**config.mk**
```make
export PLATFORM = sky130hd
export DESIGN_NAME = phdt_divider
export DESIGN_NICKNAME = d
export VERILOG_FILES = /design/src/phdt_pkg.sv /design/src/phdt_divider.sv
export SDC_FILE = /design/constraint.sdc
export NUM_CORES = 1
export LEC_CHECK = 0
export BUFFER_PORTS_ARGS = -buffer_cell sky130_fd_sc_hd__buf_2
export CAP_MARGIN = 10
export CORE_UTILIZATION = 62
export DETAILED_ROUTE_END_ITERATION = 6
export GPL_TIMING_DRIVEN = 0
export MAX_ROUTING_LAYER = met4
export PLACE_DENSITY = 0.86
export REMOVE_ABC_BUFFERS = 1
export SLEW_MARGIN = 0
export SYNTH_ARGS = -nofsm -noshare
export SYNTH_HDL_FRONTEND = slang
export SYNTH_SLANG_ARGS = --single-unit
```
**constraint.sdc**
```tcl
create_clock -name clock -period 9.6 [get_ports clock]
set_input_delay 0.48 -clock clock [delete_from_list [all_inputs] [get_ports clock]]
set_output_delay 0.48 -clock clock [all_outputs]
set_load 0.02 [all_outputs]
```
**src/phdt_pkg.sv**
```systemverilog
package phdt_pkg;

   localparam int unsigned TableDepthDefault = 65536;
   localparam logic [31:0] HeatMax = 32'hFFFF_FFFF;

   localparam logic [1:0] CSR_DECAY_PERIOD = 2'd0;
   localparam logic [1:0] CSR_EXEC_INC     = 2'd1;
   localparam logic [1:0] CSR_WRITE_INC    = 2'd2;
   localparam logic [1:0] CSR_READ_INC     = 2'd3;

   localparam logic [31:0] DecayPeriodReset = 32'd1000;
   localparam logic [31:0] IncReset         = 32'd65536;

   // Fraction table 2^(-i/256) in Q1.16, built in Q1.32 by a loop over all entries.
   function automatic logic [16:0] frac_factor(input logic [7:0] idx);
      logic [63:0] t;
      logic [16:0] res;
      t = 64'd1 << 32;
      res = 17'd0;
      for (int i = 0; i < 256; i++) begin
         if (i == int'(idx)) begin
            res = 17'((t + 64'd32768) >> 16);
         end
         t = (t * 64'd4283353945 + (64'd1 << 31)) >> 32;
      end
      return res;
   endfunction

   function automatic logic [16:0] frac_lookup(input logic [7:0] idx);
      return frac_factor(idx);
   endfunction

endpackage

```
**src/phdt_divider.sv**
```systemverilog
// Restoring divider: 48-bit dividend by 32-bit divisor, one quotient bit per cycle,
// followed by eight more steps that produce the 8-bit fraction of the remainder.
module phdt_divider
   import phdt_pkg::*;
(
   input  logic        clock,
   input  logic        reset,
   input  logic        start,
   input  logic [47:0] dividend,
   input  logic [31:0] divisor,
   output logic        done,
   output logic        q_big,
   output logic [4:0]  q_low,
   output logic [7:0]  frac
);
   logic [47:0] quot_ff, quot_in;
   logic [32:0] rem_ff, rem_in;
   logic [31:0] dvs_ff, dvs_in;
   logic [5:0]  cnt_ff, cnt_in;
   logic        run_ff, run_in;
   logic        done_ff, done_in;
   logic        ovf_ff, ovf_in;
   logic [33:0] trial;

   always_comb begin
      quot_in = quot_ff;
      rem_in  = rem_ff;
      dvs_in  = dvs_ff;
      cnt_in  = cnt_ff;
      run_in  = run_ff;
      ovf_in  = ovf_ff;
      done_in = 1'b0;
      trial   = 34'd0;
      if (start) begin
         quot_in = dividend;
         rem_in  = 33'd0;
         dvs_in  = divisor;
         cnt_in  = 6'd56;
         run_in  = 1'b1;
         ovf_in  = 1'b0;
      end else if (run_ff) begin
         // Steps past the 48 dividend bits feed back early quotient bits.
         trial = {rem_ff, quot_ff[47]} - {2'b00, dvs_ff};
         if (!trial[33]) begin
            rem_in = trial[32:0];
         end else begin
            rem_in = {rem_ff[31:0], quot_ff[47]};
         end
         quot_in = {quot_ff[46:0], !trial[33]};
         // In the last eight steps the bit leaving the top is a high quotient bit.
         ovf_in  = ovf_ff | ((cnt_ff <= 6'd8) & quot_ff[47]);
         cnt_in  = cnt_ff - 6'd1;
         if (cnt_ff == 6'd1) begin
            run_in  = 1'b0;
            done_in = 1'b1;
         end
      end
   end

   always_ff @(posedge clock) begin
      if (reset) begin
         run_ff  <= 1'b0;
         done_ff <= 1'b0;
         cnt_ff  <= 6'd0;
      end else begin
         run_ff  <= run_in;
         done_ff <= done_in;
         cnt_ff  <= cnt_in;
      end
      quot_ff <= quot_in;
      rem_ff  <= rem_in;
      dvs_ff  <= dvs_in;
      ovf_ff  <= ovf_in;
   end

   // After 56 steps the low 8 bits hold the fraction and bits 47:8 the low 40 bits
   // of the whole quotient; its upper bits have been collected in the overflow flag.
   assign done  = done_ff;
   assign frac  = quot_ff[7:0];
   assign q_low = quot_ff[12:8];
   assign q_big = ovf_ff | (|quot_ff[47:13]);
endmodule

```
==> results of run 1 <==
worst min path at each step:
stage / from / to / slack, ps
after floorplan: ovf_ff / ovf_ff / 440
after global placement: rem_ff[23] / rem_ff[23] / 460
after detailed placement: ovf_ff / ovf_ff / 470
after CTS: divisor[26] / dvs_ff[26] / 90
after global routing: divisor[26] / dvs_ff[26] / 90
final: divisor[26] / dvs_ff[26] / 110
worst max-delay path, cell delays in order (launching register included):
cell and delay (ps):
sky130_fd_sc_hd__edfxtp_1 430, sky130_fd_sc_hd__inv_1 80, sky130_fd_sc_hd__ha_1 210, sky130_fd_sc_hd__nor2b_1 150, sky130_fd_sc_hd__o31ai_2 260, sky130_fd_sc_hd__a21oi_1 180, sky130_fd_sc_hd__a31o_1 310, sky130_fd_sc_hd__o31a_1 310
sky130_fd_sc_hd__a211o_1 380, sky130_fd_sc_hd__a41o_4 360, sky130_fd_sc_hd__xnor2_4 710, sky130_fd_sc_hd__nand3_1 190, sky130_fd_sc_hd__a311oi_1 490
metal layers:
layer,track usage,vias up,share of wire
met2,0.458,202,0.49
met4,0.146,0,0.030
met3,0.0742,42,0.057
met5,-,-,0
met1,0.318,2450,0.42
li1,-,2466,-
cells in the final DEF (no fill, tap or decap), types with 3 or more instances in the layout:
cell / count
sky130_fd_sc_hd__buf_2: 96
sky130_fd_sc_hd__edfxtp_1: 80
sky130_fd_sc_hd__nand2_1: 66
sky130_fd_sc_hd__nor2_1: 47
sky130_fd_sc_hd__inv_1: 47
sky130_fd_sc_hd__mux2_2: 47
sky130_fd_sc_hd__dfxtp_1: 41
sky130_fd_sc_hd__ha_1: 35
sky130_fd_sc_hd__a21oi_1: 27
sky130_fd_sc_hd__o21ai_0: 26
sky130_fd_sc_hd__xnor2_1: 19
sky130_fd_sc_hd__a311oi_1: 19
sky130_fd_sc_hd__nand3_1: 17
sky130_fd_sc_hd__clkbuf_16: 16
sky130_fd_sc_hd__a21o_1: 10
sky130_fd_sc_hd__nand2b_1: 9
sky130_fd_sc_hd__nor4_1: 9
sky130_fd_sc_hd__xor2_1: 9
sky130_fd_sc_hd__a31oi_1: 7
sky130_fd_sc_hd__a211oi_1: 5
sky130_fd_sc_hd__o21bai_1: 5
sky130_fd_sc_hd__nor3_1: 5
sky130_fd_sc_hd__clkinv_4: 5
sky130_fd_sc_hd__nand4_1: 4
sky130_fd_sc_hd__and3_1: 4
sky130_fd_sc_hd__nor2b_1: 4
sky130_fd_sc_hd__o311ai_0: 4
sky130_fd_sc_hd__mux2i_1: 4
sky130_fd_sc_hd__bufinv_16: 4
sky130_fd_sc_hd__o21a_1: 3
sky130_fd_sc_hd__a211o_1: 3
sky130_fd_sc_hd__o211ai_1: 3
sky130_fd_sc_hd__clkbuf_1: 3
cells in the mapped netlist (all sizes together) (3+ instances only):
cell type  number  area share
nor3            5      0.0037
nor2b           4      0.0037
nor4            9      0.0084
mux2i           4      0.0060
ha             35       0.065
o21a            3      0.0034
o211ai          3      0.0034
nor2           47       0.026
o21ai          27       0.020
inv            48       0.027
mux2           47       0.079
a21oi          28       0.021
a31oi           7      0.0065
and3            4      0.0037
edfxtp         80        0.36
a211o           3      0.0039
xor2            9       0.012
dfxtp          42        0.13
buf            20       0.022
o311ai          5      0.0065
a211oi          5      0.0056
a311oi         19       0.025
o21bai          5      0.0056
nand4           4      0.0037
nand2          66       0.037
nand3          18       0.014
xnor2          21       0.031
clkbuf         20       0.011
a21o           10       0.011
nand2b          9      0.0084
metrics by stage:
stage / instances / setup slack, ps / total power (W) / hold slack [ps]
floorplan: 595 / 6020 / 0.000866 / 441
global placement: 828 / 4920 / 0.000939 / 462
detailed placement: 831 / 5600 / 0.000960 / 468
CTS: 863 / 5390 / 0.00162 / 94.0
global route: 863 / 5210 / 0.00168 / 94.9
finish: 863 / 5380 / 0.00162 / 112
registers in the layout, indices dropped and copies added (netlist names):
signal / flops
cnt_ff: 6
done: 1
dvs_ff: 32
ovf_ff: 1
quot_ff: 48
rem_ff: 33
run_ff: 1
cell type report:
cell class,instances,area [sq um]
Clock buffer,21,439
Clock inverter,11,173
Multi-Input combinational cell,425,3070
Inverter,48,180
Fill cell,697,2580
Tap cell,136,170
Sequential cell,122,3240
Timing Repair Buffer,100,563
cells by family (layout without fill, tap and decap cells):
logic type | count (synthesis) | in the layout | share of synthesized area
AO/OA/AOI/OAI | 134 | 134 | 0.141
AND/OR/NAND/NOR | 174 | 174 | 0.118
flip-flops | 122 | 122 | 0.484
multiplexers | 51 | 51 | 0.0849
XOR/XNOR | 30 | 30 | 0.0431
buffers and inverters | 88 | 180 | 0.0605
adder cells (fa/ha/maj) | 36 | 36 | 0.0683
power by group:
part	leakage (nW)	switching, W	internal (W)
clock network	0.298	0.000233	0.000429
registers	1.14	0.0000344	0.000617
logic	1.85	0.000175	0.000133
total	3.29	0.000442	0.00118
==> implementation parameters, run 1 <==
Parameter                              Value

Run status
  Status    completed

Logic synthesis
  Flip-flop and latch count after synthesis    122
  Post-synth EDFFs    80
  Post-synthesis sequential area ratio    0.484
  Mean cell area of the mapped netlist    10.6 sq um
  Share of flip-flops with an asynchronous set or reset    0
  Yosys warns    0
  Cell area after synthesis    6700 sq um
  Most frequently used flop master after synthesis    sky130_fd_sc_hd__edfxtp_1
  Cells after Synth    635
  Number of different library cells in the post-synthesis netlist    60

Placement
  Count of input and output buffers    97
  RePlAce Congestion    ~0.88
  Post-place instance area    between 7000 and 8000 sq um
  HPWL reported at the end of detailed placement    9760 um

Worst hold path
  Hold crit path type    in -> reg
  Worst Hold Path Cells    1

Global routing
  Congestion Overflow GR    0
  Wire length of the first global-routing pass    between 20000 and 25000 um
  Number of global-route vias before repair    5183
  Total routing resource utilization after global routing    0.281
  Initial antenna violation count    0
  Pin count of the biggest net entering global routing    78

Worst setup path
  Data arrival time of the critical path    between 4000 and 5000 ps
  Internal reg-to-reg setup slack    between 5000 and 6000 ps
  Worst setup SP type    flop
  Critical R2R Capture    rem_ff[3]
  Depth of the worst register-to-register path    12
  Endpoint required time on the critical path    about 10000 ps
  First element of the critical path    dvs_ff[1]
  Worst setup path class    reg -> reg
  Crit. End Element    flop
  Maximum fanout along the worst path    26
  Worst setup path end    rem_ff[3]
  Critical R2R Launch    dvs_ff[1]

Drt
  Wire per inst    17.0 um
  Remaining design rule violation count    0
  Number of optimization iterations in the first detailed-route pass    5
  DRT antenna net count    0
  Violation count after the first detailed-route iteration    305
  Number of vias in the routed layout    between 5000 and 6000
  Wire length reported by the detailed router    14700 um
  Post-detailed-route via-to-cell ratio    5.98

Timing
  Final setup violation count    0
  Hold violation total from the final report    0
  Part of the cycle the worst path needs    0.440
  Relative slew slack    0.360
  Slew @ Worst Pin    961 ps
  Clock period minus worst slack    4220 ps
  Unrepaired setup endpoints after global routing    no
  Setup Skew    around 12 ps
  Count of pins over their slew limit    0
  Final setup TNS    0 ps
  Upper clock frequency limit    0.237 GHz

Power
  Max IR drop VDD    0.162 mV
  Leakage    3.29 nW
  Total power divided by cell area    207 nW/um^2

Die
  Total Die Area    11200 sq um
  Starting density of the core    0.643
  Width of the chip    106 um
  Area inside the core boundary    10400 sq um
  Die Span Y    106 um
  Number of cell rows    37
  Ports placed on the boundary    98

Clock tree
  CTS Root Buffer Type    sky130_fd_sc_hd__clkbuf_8
  Num CTS Buffers    17
  Later-pin clock latency in the skew report    540 ps
  CTS H-tree depth    4
  Hold-fix buffers at CTS    0
  Bufs on Longest Clock Path    2
  TritonCTS clock tree    yes
  Gates resized, CTS repair    0
  Clk pin slew, worst setup/hold paths    60 ps
  Buffers inserted by post-CTS timing repair    0
  Clock sink count    122

Layout
  Number of diodes added for antenna fixing    0
  Ratio of cells with drive above 1 in the final layout    0.254
  Synth-to-Final Area Change    16.9%
  Final design instance area without fill    between 7000 and 8000 sq um
  Final Core Density    0.752
  Final layout net count    833

Flow run
  # Max-Cap Violations    0
(Power assumes the default switching activity.)
==> run 2: changes to the inputs <==
Settings changed: CORE_UTILIZATION 62 to 52, PLACE_DENSITY 0.86 to 0.77.
Clock period 9.6 ns to 3.5 ns, I/O delays scaled along.
==> implementation parameters, run 2 (same netlist as run 1, synthesis figures left out) <==
Parameter                              Value

Clock tree
  TritonCTS clock tree    yes
  Clock sink count    about 120
  Later-pin clock latency in the skew report    between 400 and 500 ps
  Clk pin slew, worst setup/hold paths    around 60 ps
  CTS H-tree depth    4
  Bufs on Longest Clock Path    2
  CTS Root Buffer Type    sky130_fd_sc_hd__clkbuf_16
  Num CTS Buffers    17

Drt
  Violation count after the first detailed-route iteration    346
  Number of optimization iterations in the first detailed-route pass    5
  Number of vias in the routed layout    5302
  Wire per inst    16.1 um
  Remaining design rule violation count    0
  DRT antenna net count    0
  Wire length reported by the detailed router    between 15000 and 20000 um
  Post-detailed-route via-to-cell ratio    between 5 and 6

Placement
  HPWL reported at the end of detailed placement    9550 um
  RePlAce Congestion    0.861
  Post-place instance area    7260 sq um
  Count of input and output buffers    97

Worst setup path
  Critical R2R Launch    dvs_ff[6]
  Data arrival time of the critical path    3740 ps
  Endpoint required time on the critical path    approximately 3800 ps
  Cells traversed along the worst timing path    inv_1 -> ha_2 -> a21o_1 -> a21oi_2 -> o221ai_1 -> a31o_1 -> o31a_1 -> a211o_1 -> a41o_4 -> xnor2_4 -> or3_1 -> a311oi_2
  Depth of the worst register-to-register path    12
  Internal reg-to-reg setup slack    around 100 ps
  Standard cell with the maximum stage delay on the critical path    sky130_fd_sc_hd__or3_1
  Worst setup SP type    flop
  Maximum fanout along the worst path    6
  Worst setup path class    reg -> reg
  Biggest cell delay along the critical path    430 ps
  Critical R2R Capture    rem_ff[5]
  Crit. End Element    flop

Layout
  Fill cell total of the finished layout    881
  Synth-to-Final Area Change    27.0%
  Most common library cell in the layout ignoring fill and taps    sky130_fd_sc_hd__buf_2
  Final layout net count    885
  Final design instance area without fill    between 8000 and 9000 sq um
  Registers with the highest flip-flop counts    quot_ff: 48 flops, rem_ff: 33 flops, dvs_ff: 32 flops
  Ratio of cells with drive above 1 in the final layout    0.279
  Largest register FFs    48
  Number of diodes added for antenna fixing    0
  Most frequent cells in the layout    sky130_fd_sc_hd__buf_2, sky130_fd_sc_hd__edfxtp_1, sky130_fd_sc_hd__nand2_1
  Register containing the most flip-flops in the final layout    quot_ff

Timing
  Clock period minus worst slack    3400 ps
  Setup Skew    12.9 ps
  Count of pins over their slew limit    0
  Part of the cycle the worst path needs    0.972
  Worst-case hold slack    18.5 ps
  Upper clock frequency limit    0.294 GHz
  Relative slew slack    0.424
  Hold violation total from the final report    0
  Final setup violation count    0
  Slew @ Worst Pin    861 ps

Flow run
  # Max-Cap Violations    0

Power
  Max IR drop VDD    0.425 mV
  Leakage    3.56 nW
  Logic gate share of total power    0.208
  Fraction of power spent switching nets    0.270
  Net Switching    0.00129 W
  Internal power    0.00349 W
  Clock network power share    0.420
  Register share of total power    0.372
  Total power divided by cell area    561 nW/um^2

Worst hold path
  Hold_sp    reset
  Worst Hold Path Cells    2
  Terminating pin of the worst hold path    cnt_ff[3]
  Hold crit path type    in -> reg

Global routing
  Total routing resource utilization after global routing    0.254
  Initial antenna violation count    0
  Wire length of the first global-routing pass    25200 um
  Congestion Overflow GR    0
  Pin count of the biggest net entering global routing    68
  Number of global-route vias before repair    5540

Die
  Ports placed on the boundary    98
  Width of the chip    116 um
  Number of cell rows    41
  Starting density of the core    0.533
  Total Die Area    13300 sq um
  Area inside the core boundary    12600 sq um
  Die Span Y    ~120 um

Run status
  Status    completed
-- run 2: cell types whose count changed in the layout (fill, tap and decap cells not counted), moves of 4 or more --
cell and delta:
sky130_fd_sc_hd__ha_2 +4, sky130_fd_sc_hd__dlygate4sd3_1 +32, sky130_fd_sc_hd__ha_1 -4, sky130_fd_sc_hd__buf_4 +15
sky130_fd_sc_hd__buf_12 +4
-- run 2: worst max-delay path: cells and delay by family (launching register included) --
family                   cells  cell delay [ps]
AO/OA/AOI/OAI                8             1970
AND/OR/NAND/NOR              1              430
flip-flops                   1              350
adder cells (fa/ha/maj)      1              300
XOR/XNOR                     1              190
buffers and inverters        1               70
-- run 2: what timing repair did --
item	in CTS	in global routing
gates cloned	2	0
hold buffers	32	0
hold endpoints to repair	32	0
pin swaps	7	4
setup endpoints to repair	32	25
gates resized for setup	3	7
buffers inserted	10	8
-- run 2: layer usage --
layer	vias up	routed length (um)	global-route usage
met4	0	443	0.137
met5	-	0	-
met2	174	7470	0.416
met3	39	760	0.0643
li1	2576	-	-
met1	2513	6660	0.285
-- run 2: power by group through the flow --
stage	logic (W)	registers [W]	clock network, W
3_3_place_gp	0.000774	0.00181	0
5_1_grt	0.00109	0.00179	0.00209
6_report	0.000995	0.00178	0.00200
2_1_floorplan	0.000570	0.00181	0
3_5_place_dp	0.000829	0.00180	0
4_1_cts	0.000956	0.00178	0.00202
-- run 2: worst max-delay path by stage --
stage            endpoint  slack, ps      start  depth (start not counted)
6_report        rem_ff[5]        100  dvs_ff[6]                         12
5_1_grt         rem_ff[5]        -50  dvs_ff[1]                         12
4_1_cts         rem_ff[5]         20  dvs_ff[1]                         12
3_5_place_dp   rem_ff[30]       -490  dvs_ff[1]                         12
3_3_place_gp   quot_ff[1]       -990      start                          3
2_1_floorplan   rem_ff[1]        -80  dvs_ff[1]                         12
-- run 2: layout make-up --
type                            count  area (sq um)  area share
Inverter                           48           180      0.0212
Multi-Input combinational cell    427          3150       0.370
Tap cell                          172           215      0.0253
Clock inverter                     12           209      0.0245
Clock buffer                       20           467      0.0548
Sequential cell                   122          3240       0.381
Timing Repair Buffer              150          1050       0.123
-- run 2: stage by stage --
| step | setup TNS [ps] | utilization | worst slack (ps) | std cells | total power (W) |
|---|---|---|---|---|---|
| finish | 0 | 0.677 | 97.2 | 951 | 0.00478 |
| global route | -104 | 0.677 | -53.1 | 951 | 0.00498 |
| CTS | 0 | 0.671 | 24.1 | 943 | 0.00476 |
| detailed placement | -12200 | 0.578 | -487 | 867 | 0.00263 |
| global placement | -71590 | 0.571 | -987 | 864 | 0.00258 |
| floorplan | -1080 | - | -82.0 | 595 | 0.00238 |
==> run 3: changes to the inputs <==
==> constraint.sdc (replaced) <==
create_clock -name clock -period 3.5 [get_ports clock]
set_input_delay 0.525 -clock clock [delete_from_list [all_inputs] [get_ports clock]]
set_output_delay 0.525 -clock clock [all_outputs]
set_load 0.02 [all_outputs]
==> implementation parameters, run 3 (same netlist as run 1, synthesis figures left out) <==
Parameter                              Value

Worst setup path
  Critical R2R Launch    dvs_ff[6]
  Endpoint required time on the critical path    3840 ps
  Worst setup SP type    flop
  Maximum fanout along the worst path    6
  Depth of the worst register-to-register path    12
  Worst setup path class    reg -> reg
  Crit. End Element    flop
  First element of the critical path    dvs_ff[6]
  Internal reg-to-reg setup slack    90 ps
  Worst setup path end    rem_ff[5]
  Data arrival time of the critical path    about 3800 ps
  Critical R2R Capture    rem_ff[5]

Drt
  Violation count after the first detailed-route iteration    369
  Wire per inst    about 16 um
  Post-detailed-route via-to-cell ratio    5.66
  DRT antenna net count    0
  Number of optimization iterations in the first detailed-route pass    5
  Remaining design rule violation count    0
  Wire length reported by the detailed router    14800 um
  Number of vias in the routed layout    5199

Timing
  Slack of the critical path    92.1 ps
  Count of pins over their slew limit    0
  Final setup violation count    0
  Upper clock frequency limit    0.293 GHz
  Setup Skew    around 12 ps
  Relative slew slack    0.425
  Slew @ Worst Pin    about 860 ps
  Clock period minus worst slack    3410 ps
  Part of the cycle the worst path needs    0.974
  Final setup TNS    0 ps
  Hold violation total from the final report    0

Global routing
  Grt met3 use    0.0685
  Initial antenna violation count    0
  Number of global-route vias before repair    5355
  Wire length of the first global-routing pass    24300 um
  Congestion Overflow GR    0
  Met1 usage    0.276
  Met2 Use GR    0.395
  Pin count of the biggest net entering global routing    68
  Total routing resource utilization after global routing    0.245
  Busiest layer in global routing    met2

Power
  Max IR drop VDD    0.416 mV
  Total power divided by cell area    577 nW/um^2
  Leakage    3.42 nW

Flow run
  # Max-Cap Violations    0

Clock tree
  TritonCTS clock tree    yes
  Bufs on Longest Clock Path    2
  CTS Root Buffer Type    sky130_fd_sc_hd__clkbuf_16
  Clock sink count    122
  CTS H-tree depth    4
  Num CTS Buffers    17
  Later-pin clock latency in the skew report    about 420 ps
  Clk pin slew, worst setup/hold paths    60 ps

Die
  Area inside the core boundary    roughly 13000 sq um
  Starting density of the core    0.533
  Total Die Area    13300 sq um
  Ports placed on the boundary    98
  Die Span Y    approximately 120 um
  Width of the chip    between 100 and 150 um
  Number of cell rows    41

Placement
  Count of input and output buffers    97
  HPWL reported at the end of detailed placement    9550 um
  RePlAce Congestion    0.861
  Post-place instance area    between 7000 and 8000 sq um
  Worst setup timing slack at the placement stage    -487 ps

Layout
  Final design instance area without fill    8190 sq um
  Number of diodes added for antenna fixing    0
  Fill cell total of the finished layout    just over 900
  Most common library cell in the layout ignoring fill and taps    sky130_fd_sc_hd__buf_2
  Synth-to-Final Area Change    22.3%
  Register containing the most flip-flops in the final layout    quot_ff
  Largest register FFs    48
  Final layout net count    853
  Ratio of cells with drive above 1 in the final layout    0.290
  Most frequent cells in the layout    sky130_fd_sc_hd__buf_2, sky130_fd_sc_hd__edfxtp_1, sky130_fd_sc_hd__nand2_1
  Registers with the highest flip-flop counts    quot_ff: 48 flops, rem_ff: 33 flops, dvs_ff: 32 flops

Worst hold path
  Hold crit path type    in -> reg
  Hold_sp    divisor[2]

Run status
  Status    completed
[run 3: cell count changes in the layout (fill, tap and decap cells not counted)]
cell / previous run / this run
sky130_fd_sc_hd__dlygate4sd3_1: 32 / 0
[run 3: timing repair]
action                                  in CTS  in global routing
setup buffers                               10                  8
resized for setup                            3                  7
pin swaps                                    7                  4
endpoints found under the setup margin      32                 25
gates cloned                                 2                  0
hold buffers                                 0                  0
hold endpoints to repair                     0                  0
[run 3: report_power, final]
group / switching [W] / internal (W) / leakage [nW]
Sequential: 0.0000849 / 0.00169 / 1.14
Combinational: 0.000522 / 0.000443 / 1.96
Clock: 0.000661 / 0.00133 / 0.324
[run 3: how the worst min path moves through the flow]
stage / end / slack (ps) / cells after the start
2_1_floorplan: ovf_ff / 440 / 2
3_3_place_gp: rem_ff[23] / 470 / 2
3_5_place_dp: rem_ff[23] / 470 / 2
4_1_cts: dvs_ff[5] / 260 / 1
5_1_grt: dvs_ff[4] / 250 / 1
6_report: dvs_ff[2] / 280 / 1
[run 3: critical path, cell delays in order, from the launching register on]
cell                       delay (ps)
sky130_fd_sc_hd__edfxtp_1         350
sky130_fd_sc_hd__inv_1             70
sky130_fd_sc_hd__ha_2             300
sky130_fd_sc_hd__a21o_1           210
sky130_fd_sc_hd__a21oi_2          150
sky130_fd_sc_hd__o221ai_1         120
sky130_fd_sc_hd__a31o_1           260
sky130_fd_sc_hd__o31a_1           300
sky130_fd_sc_hd__a211o_1          360
sky130_fd_sc_hd__a41o_4           310
sky130_fd_sc_hd__xnor2_4          190
sky130_fd_sc_hd__or3_1            430
sky130_fd_sc_hd__a311oi_2         260
[run 3: area by class of cell]
cell class                 instances  area (sq um)  share of cell area
tap                              172           215              0.0263
timing repair buffer             118           728              0.0889
clock inverter                    12           209              0.0255
multi-input combinational        427          3150               0.384
sequential                       122          3240               0.396
clock buffer                      20           467              0.0570
inverter                          48           180              0.0220
[run 3: metal layers]
metal	wire [um]	up-vias
li1	-	2520
met1	6390	2451
met2	7120	185
met3	827	43
met4	429	0
met5	0	-
[run 3: through the flow]
stage / utilization / total power, W / std cells / hold WS (ps)
final: 0.652 / 0.00473 / 919 / 276
after global routing: 0.652 / 0.00494 / 919 / 255
after CTS: 0.645 / 0.00473 / 911 / 259
after detailed placement: 0.578 / 0.00263 / 867 / 473
after global placement: 0.571 / 0.00258 / 864 / 467
after floorplan: - / 0.00238 / 595 / 441
